## src/rtl/grid_dda_raycast_core_defines.svh

```systemverilog
// shared assertion macros for the raycaster
`ifndef GRID_DDA_RAYCAST_CORE_DEFINES_SVH
`define GRID_DDA_RAYCAST_CORE_DEFINES_SVH

// condition holds in the same cycle
`define GDR_ASSERT_NOW(name, ante, cons, msg) \
    name: assert property (@(posedge clk) disable iff (!rst_n) (ante) |-> (cons)) \
        else $error(msg);

// condition holds in the next cycle
`define GDR_ASSERT_NEXT(name, ante, cons, msg) \
    name: assert property (@(posedge clk) disable iff (!rst_n) (ante) |=> (cons)) \
        else $error(msg);

`endif

```

## src/rtl/gdr_pkg.sv

```systemverilog
package gdr_pkg;

    localparam int MAP_SIDE_DEF    = 64;
    localparam int ANGLE_STEPS_DEF = 1024;
    localparam int HEAD_N          = 1024;

    localparam longint HALF_PI_Q30 = 64'sd1686629713;
    localparam longint ONE_Q30     = 64'sd1073741824;

    localparam logic OP_WRITE = 1'b0;
    localparam logic OP_CAST  = 1'b1;

    typedef enum logic [1:0] {
        CFG_PLANE_LENGTH,
        CFG_SCREEN_WIDTH,
        CFG_MAP_WIDTH,
        CFG_MAP_HEIGHT
    } cfg_index_t;

    localparam logic [15:0] PLANE_LENGTH_RST = 16'd16384;
    localparam logic [10:0] SCREEN_WIDTH_RST = 11'd320;
    localparam logic [6:0]  MAP_WIDTH_RST    = 7'd64;
    localparam logic [6:0]  MAP_HEIGHT_RST   = 7'd64;

    // shared divider widths
    localparam int DIV_NW = 31;
    localparam int DIV_DW = 29;
    localparam int DIV_CW = 5;

    typedef struct packed {
        logic busy;
        logic done;
    } div_status_t;

    // taylor sine of a q30 angle in the first quadrant, q14 result
    function automatic int sin_q14(longint x);
        longint x2;
        longint term;
        longint sum;
        x2   = (x * x) >>> 30;
        term = x;
        sum  = x;
        term = ((term * x2) >>> 30) / 6;
        sum  = sum - term;
        term = ((term * x2) >>> 30) / 20;
        sum  = sum + term;
        term = ((term * x2) >>> 30) / 42;
        sum  = sum - term;
        term = ((term * x2) >>> 30) / 72;
        sum  = sum + term;
        term = ((term * x2) >>> 30) / 110;
        sum  = sum - term;
        term = ((term * x2) >>> 30) / 156;
        sum  = sum + term;
        if (sum < 0)
        begin
            sum = 0;
        end
        if (sum > ONE_Q30)
        begin
            sum = ONE_Q30;
        end
        return int'((sum + 64'sd32768) >>> 16);
    endfunction

endpackage

```

## src/rtl/gdr_div.sv

```systemverilog
`include "grid_dda_raycast_core_defines.svh"

module gdr_div
    import gdr_pkg::*;
(
    input  logic              clk,
    input  logic              rst_n,
    input  logic              start,
    input  logic [DIV_NW-1:0] dividend,
    input  logic [DIV_DW-1:0] divisor,
    output logic [DIV_NW-1:0] quotient,
    output div_status_t       status
);

    logic              busy_reg;
    logic              done_reg;
    logic [DIV_CW-1:0] cnt_reg;
    logic [DIV_DW-1:0] rem_reg;
    logic [DIV_NW-1:0] quo_reg;
    logic [DIV_DW-1:0] den_reg;

    logic [DIV_DW:0]   rem_sh;
    logic              q_bit;
    logic [DIV_DW-1:0] rem_next;

    // one quotient bit per cycle, restoring
    always_comb
    begin
        rem_sh   = {rem_reg, quo_reg[DIV_NW-1]};
        q_bit    = (rem_sh >= {1'b0, den_reg});
        rem_next = q_bit ? DIV_DW'(rem_sh - {1'b0, den_reg}) : rem_sh[DIV_DW-1:0];
    end

    always_ff @(posedge clk or negedge rst_n)
    begin
        if (!rst_n)
        begin
            busy_reg <= 1'b0;
            done_reg <= 1'b0;
            cnt_reg  <= '0;
            rem_reg  <= '0;
            quo_reg  <= '0;
            den_reg  <= '0;
        end
        else
        begin
            done_reg <= !start && busy_reg && (cnt_reg == DIV_CW'(DIV_NW - 1));
            if (start)
            begin
                busy_reg <= 1'b1;
                cnt_reg  <= '0;
                rem_reg  <= '0;
                quo_reg  <= dividend;
                den_reg  <= divisor;
            end
            else if (busy_reg)
            begin
                rem_reg <= rem_next;
                quo_reg <= {quo_reg[DIV_NW-2:0], q_bit};
                cnt_reg <= cnt_reg + 1'b1;
                if (cnt_reg == DIV_CW'(DIV_NW - 1))
                begin
                    busy_reg <= 1'b0;
                end
            end
        end
    end

    assign quotient    = quo_reg;
    assign status.busy = busy_reg;
    assign status.done = done_reg;

    `GDR_ASSERT_NOW(a_start_idle, start, !busy_reg, "divider started while busy")
    `GDR_ASSERT_NEXT(a_start_busy, start, busy_reg, "divider did not go busy")
    `GDR_ASSERT_NOW(a_done_idle, done_reg, !busy_reg, "divider done while busy")

endmodule

```

## config.mk

```make
export PLATFORM = sky130hd
export DESIGN_NAME = gdr_div
export DESIGN_NICKNAME = d
export VERILOG_FILES = /design/src/rtl/gdr_pkg.sv /design/src/rtl/gdr_div.sv
export VERILOG_INCLUDE_DIRS = /design/src /design/src/rtl
export SDC_FILE = /design/constraint.sdc
export NUM_CORES = 1
export LEC_CHECK = 0
export ABC_CLOCK_PERIOD_IN_PS = 7400
export BUFFER_PORTS_ARGS = -buffer_cell sky130_fd_sc_hd__buf_2
export CAP_MARGIN = 30
export CORE_MARGIN = 1.5
export CORE_UTILIZATION = 62
export DETAILED_ROUTE_END_ITERATION = 8
export PLACE_DENSITY_LB_ADDON = 0.15
export SLEW_MARGIN = 20
export SYNTH_ARGS = -nofsm -noshare
export SYNTH_HDL_FRONTEND = slang
export SYNTH_SLANG_ARGS = --single-unit
```

## constraint.sdc

```tcl
create_clock -name clk -period 7.4 [get_ports clk]
set_input_delay 0.74 -clock clk [delete_from_list [all_inputs] [get_ports clk]]
set_output_delay 0.74 -clock clk [all_outputs]
set_load 0.005 [all_outputs]
```

# After elaboration in Yosys (flattened, before gate mapping)
# Cells that the tools add are included.
[classes] muxes=10 addsub=2 magnitude_cmp=1 reduce_logical=4 n_eq_ne=1
[ops] cell="two-way mux 29 bit" n=3
[ops] cell="two-way mux 31 bit" n=2
[ops] cell=">= comparator 30 x 29 -> 1 bit" n=1
[ops] cell="subtractor 29 bit" n=1
[ops] cell="two-way mux 5 bit" n=2
[ops] cell="adder 5 x 1 -> 5 bit, second input constant" n=1
[ops] cell="equality test 5 bit, second input constant" n=1
[ops] cell="two-way mux 1 bit" n=3
[ops] cell="logical AND 1 bit" n=2
[ops] cell="nonzero test 2 bit" n=1
[ops] cell="logical NOT 1 bit" n=1
[word_totals] reg_bits=96 out_inout_bits=33 word_cells=24

# Longest topological paths before layout
[depth] ltp_word=4 mapped_depth=13

# Worst setup path after synthesis
# Ideal clock, no wire load.
[synth_timing] path_kind="reg2reg" start="reg quo_reg[30] (netlist: quotient[30])" end="reg rem_reg[27]" stages_incl_launch_ff=13 required_time_ps=7304 setup_slack_ps=4539 arrival_time_ps=2765 period_less_slack_ps=2861 setup_ps=96 cell_sequence="dfrtp_1 -> inv_1 -> ha_1 -> fa_1 -> nand2b_1 -> a21oi_1 -> o211a_1 -> o21ai_2 -> a2111oi_2 -> nor2_1 -> buf_6 -> or3_1 -> a311oi_2"
[synth_between] elab_chain_len=4 word_cells_on_any_way=5 cone_classes="add/sub (1); order compare (1); mux (3)"
[synth_rtl] element="start, declared" line="gdr_div.sv:19" source="logic [DIV_NW-1:0] quo_reg;"
[synth_rtl] element="start signal, assigned" line="gdr_div.sv:53" source="quo_reg <= dividend;"
[synth_rtl] element="start signal, assigned" line="gdr_div.sv:59" source="quo_reg <= {quo_reg[DIV_NW-2:0], q_bit};"
[synth_rtl] element="subtractor 29 bit / >= comparator 30 x 29 -> 1 bit (equally long branches)" line="gdr_div.sv:31, gdr_div.sv:30"
[synth_rtl] element="two-way mux 29 bit (*)" line="gdr_div.sv:31" source="rem_next = q_bit ? DIV_DW'(rem_sh - {1'b0, den_reg}) : rem_sh[DIV_DW-1:0];"
[synth_rtl] element="two-way mux 29 bit (*)" line="gdr_div.sv:56" source="else if (busy_reg)"
[synth_rtl] element="two-way mux 29 bit (*)" line="gdr_div.sv:48" source="if (start)"
[synth_rtl] element="end signal, assigned" line="gdr_div.sv:58" source="rem_reg <= rem_next;"
[synth_rtl] element="end, declared" line="gdr_div.sv:18" source="logic [DIV_DW-1:0] rem_reg;"
# Mark *: on every way between the ends. The rest lies on a longest branch, timed or not. The select of a mux whose other input is x is not followed.
# A chain may end at the register's enable or synchronous reset.

# Worst setup path in the final report
[layout_timing] start="reg quo_reg[30] (netlist: quotient[30])" end="reg rem_reg[22]"
# Same word-level chain as after synthesis.

==> summary.txt <==
Initial cell density of the core: 64.6%
Reg area: 0.00241 mm²
Avg Cell Area, Syn: 8.53 µm²
GRT overflow: 0
LEAKAGE: 3.50 nW
Die area: 0.0103 mm²
Slew Limit Headroom: 44.3%
Post-synth EDFFs: 0
Reg2Reg Depth: 13
Routability Congestion: 0.940
Core area: 0.00933 mm²
Least-Margin Pin Slew: 0.836 ns
RSZ-0062 raised after global routing: no
CP Cell Sequence: inv_1, ha_1, fa_1, nand2b_1, a21oi_1, o211a_1, o21ai_2, a2111oi_2, nor2_1, buf_4, buf_4, or3b_1, a311oi_1
Final Setup Violations: 0
Die width: 102 µm
Top cells by count, synth: nand2_1, dfrtp_1, o21ai_0
Crit start category: flip-flop
H-tree Lvls: 3
Top-count cell post-synth: nand2_1
Util after Layout: 72.3%
FILL cells: 769
FF-to-FF setup slack: 3.88 ns
Setup CP Type: reg -> reg
Post-Syn Nets: 801
Synth top area share: 39.9%
CTS Hold Buffers Added: 0
Buf/Inv on CP: 3
Max reg flops: 31
Final Max Tran Viols: 0
Critical Path AT: 3.81 ns
Die Ht: 102 µm
Reg-to-Reg Start: quotient[30]
Mapped Cells: 706
Average routed wire per standard cell: 15.1 µm
Diode count: 0
Hold Path Class: in -> async
Power per standard cell area: 271 mW/mm²
Antenna-violating nets left: 0
Worst hold slack: 0.318 ns
CP dominant cell by count: buf_4
DR pass1 iterations: 5
Delay-heaviest family, CP: compound AO/OA/AOI/OAI gates
Required @ worst endpoint: 7.68 ns
WL final: 13.7 mm
Rows: 35
Setup TNS: 0 ns
Number of global-route vias before repair: 5055
I/O Buffers: 95
Fin crit share: 47.6%
Multi-input gate area: 0.00328 mm²
Leading area contributor after synthesis: dfrtp_1
#FFs+latches synth: 96
Clock Sinks: 96
Seq/Total Area, Yosys: 39.9%
Top cells by area, synth: dfrtp_1, nand2_1, o21ai_0, ha_1, mux2i_1
DR vias: 5329
CTS Buf Count: 9
Reg power frac: 35.8%
Max_cap viols: 0
Vias per inst: 5.86
Final clock skew: 0.0124 ns
Longest Clk Path Bufs: 2
Max IR drop VDD: 0.000161 V
CTS tree: done
Root buf cell: clkbuf_8
Area grow syn2layout: 11.9%
Post-CTS Resized: 0
Clock power frac: 20.2%
Int Power: 0.00109 W
Total GRT Usage: 28.0%
Top achievable clock speed: 284 MHz
Layout cells sized above 1: 16.8%
Synth Flop Type: dfrtp_1
Sw Ratio: 40.4%
Crit Reg-Reg Endpoint: rem_reg[22]
# Post-CTS Setup Buffers: 0
Layout Nets: 870
Ys async rst share: 100%
Comb power frac: 43.9%
Result of the run: finished, final reports clean
Psw: 0.000740 W
DRT iter0 DRCs: 318
Final Critical Period: 3.52 ns
Post-route DRC: 0
Initial antenna violation count: 0
Crit-path slowest cell: fa_1
Max stage delay on crit path: 0.42 ns
DP Wirelength: 9.61 mm
Clock Latency Late Sink: 0.38 ns
Num ports: 96
Synth warn: 0
Final Hold Fails: 0
Clock Pin Slew Worst Setup and Hold Paths: 0.10 ns
Unique masters post-synth: 64
Crit path capture type: flip-flop
Pin count of the biggest net entering global routing: 99
Synth Cell Area: 0.00602 mm²
CP Max Fanout: 16
First-pass GRT wire length: 23.3 mm
power by group through the flow:
stage / combinational (W) / clock [W] / sequential, W
final: 0.000804 / 0.000370 / 0.000656
after global routing: 0.000893 / 0.000403 / 0.000666
after CTS: 0.000788 / 0.000377 / 0.000656
after detailed placement: 0.000780 / 0 / 0.000665
after global placement: 0.000758 / 0 / 0.000663
after floorplan: 0.000615 / 0 / 0.000653
cells by family (layout without fill, tap and decap cells):
group	count (synthesis)	in the layout	synth area share [%]
compound gates	193	193	20.6
xor+xnor	20	20	2.91
fa+ha+maj	32	32	6.77
buf+inv	82	156	5.73
flops	96	96	39.9
mux	35	35	5.88
simple gates	248	248	18.3
per-layer routing:
metal  GRT usage [%]  vias up  wire [µm]
li1                -     2626          -
met1            38.4     2516       6230
met2            44.3      156       6470
met3            4.83       31        675
met4            11.1        0        350
met5               0        -          0
cell usage in the layout, fill, tap and decap left out, types with 15 or more instances in the layout:
cell,n
mux2i_1,32
dfrtp_1,95
inv_1,38
o21ai_0,78
buf_2,93
nand3_1,15
a21oi_1,34
a311oi_1,19
ha_1,31
nand2_1,116
nor2_1,59
area by class of cell:
cell class,count,share of cell area (%)
Sequential cell,96,35.7
Clock inverter,7,1.35
Multi-Input combinational cell,528,48.6
Timing Repair Buffer,101,7.98
Tap cell,129,2.39
Inverter,39,2.17
Clock buffer,9,1.84
metrics by stage:
stage	area [µm²]	cells	setup WS (ns)	total power [W]
final	6740	909	3.88	0.00183
after detailed placement	6520	892	3.87	0.00144
after CTS	6740	908	3.85	0.00182
after floorplan	6020	706	4.54	0.00127
after global routing	6740	909	3.66	0.00196
after global placement	6500	891	4.01	0.00142
worst max-delay path by stage:
stage / startpoint / endpoint / cells after the start
final: quotient[30] / rem_reg[22] / 13
after global routing: quotient[30] / rem_reg[22] / 13
after CTS: quotient[30] / rem_reg[22] / 12
after detailed placement: quotient[30] / rem_reg[22] / 12
after global placement: quotient[30] / rem_reg[22] / 12
after floorplan: quotient[30] / rem_reg[27] / 12
Power figures use the tool's default switching activity.
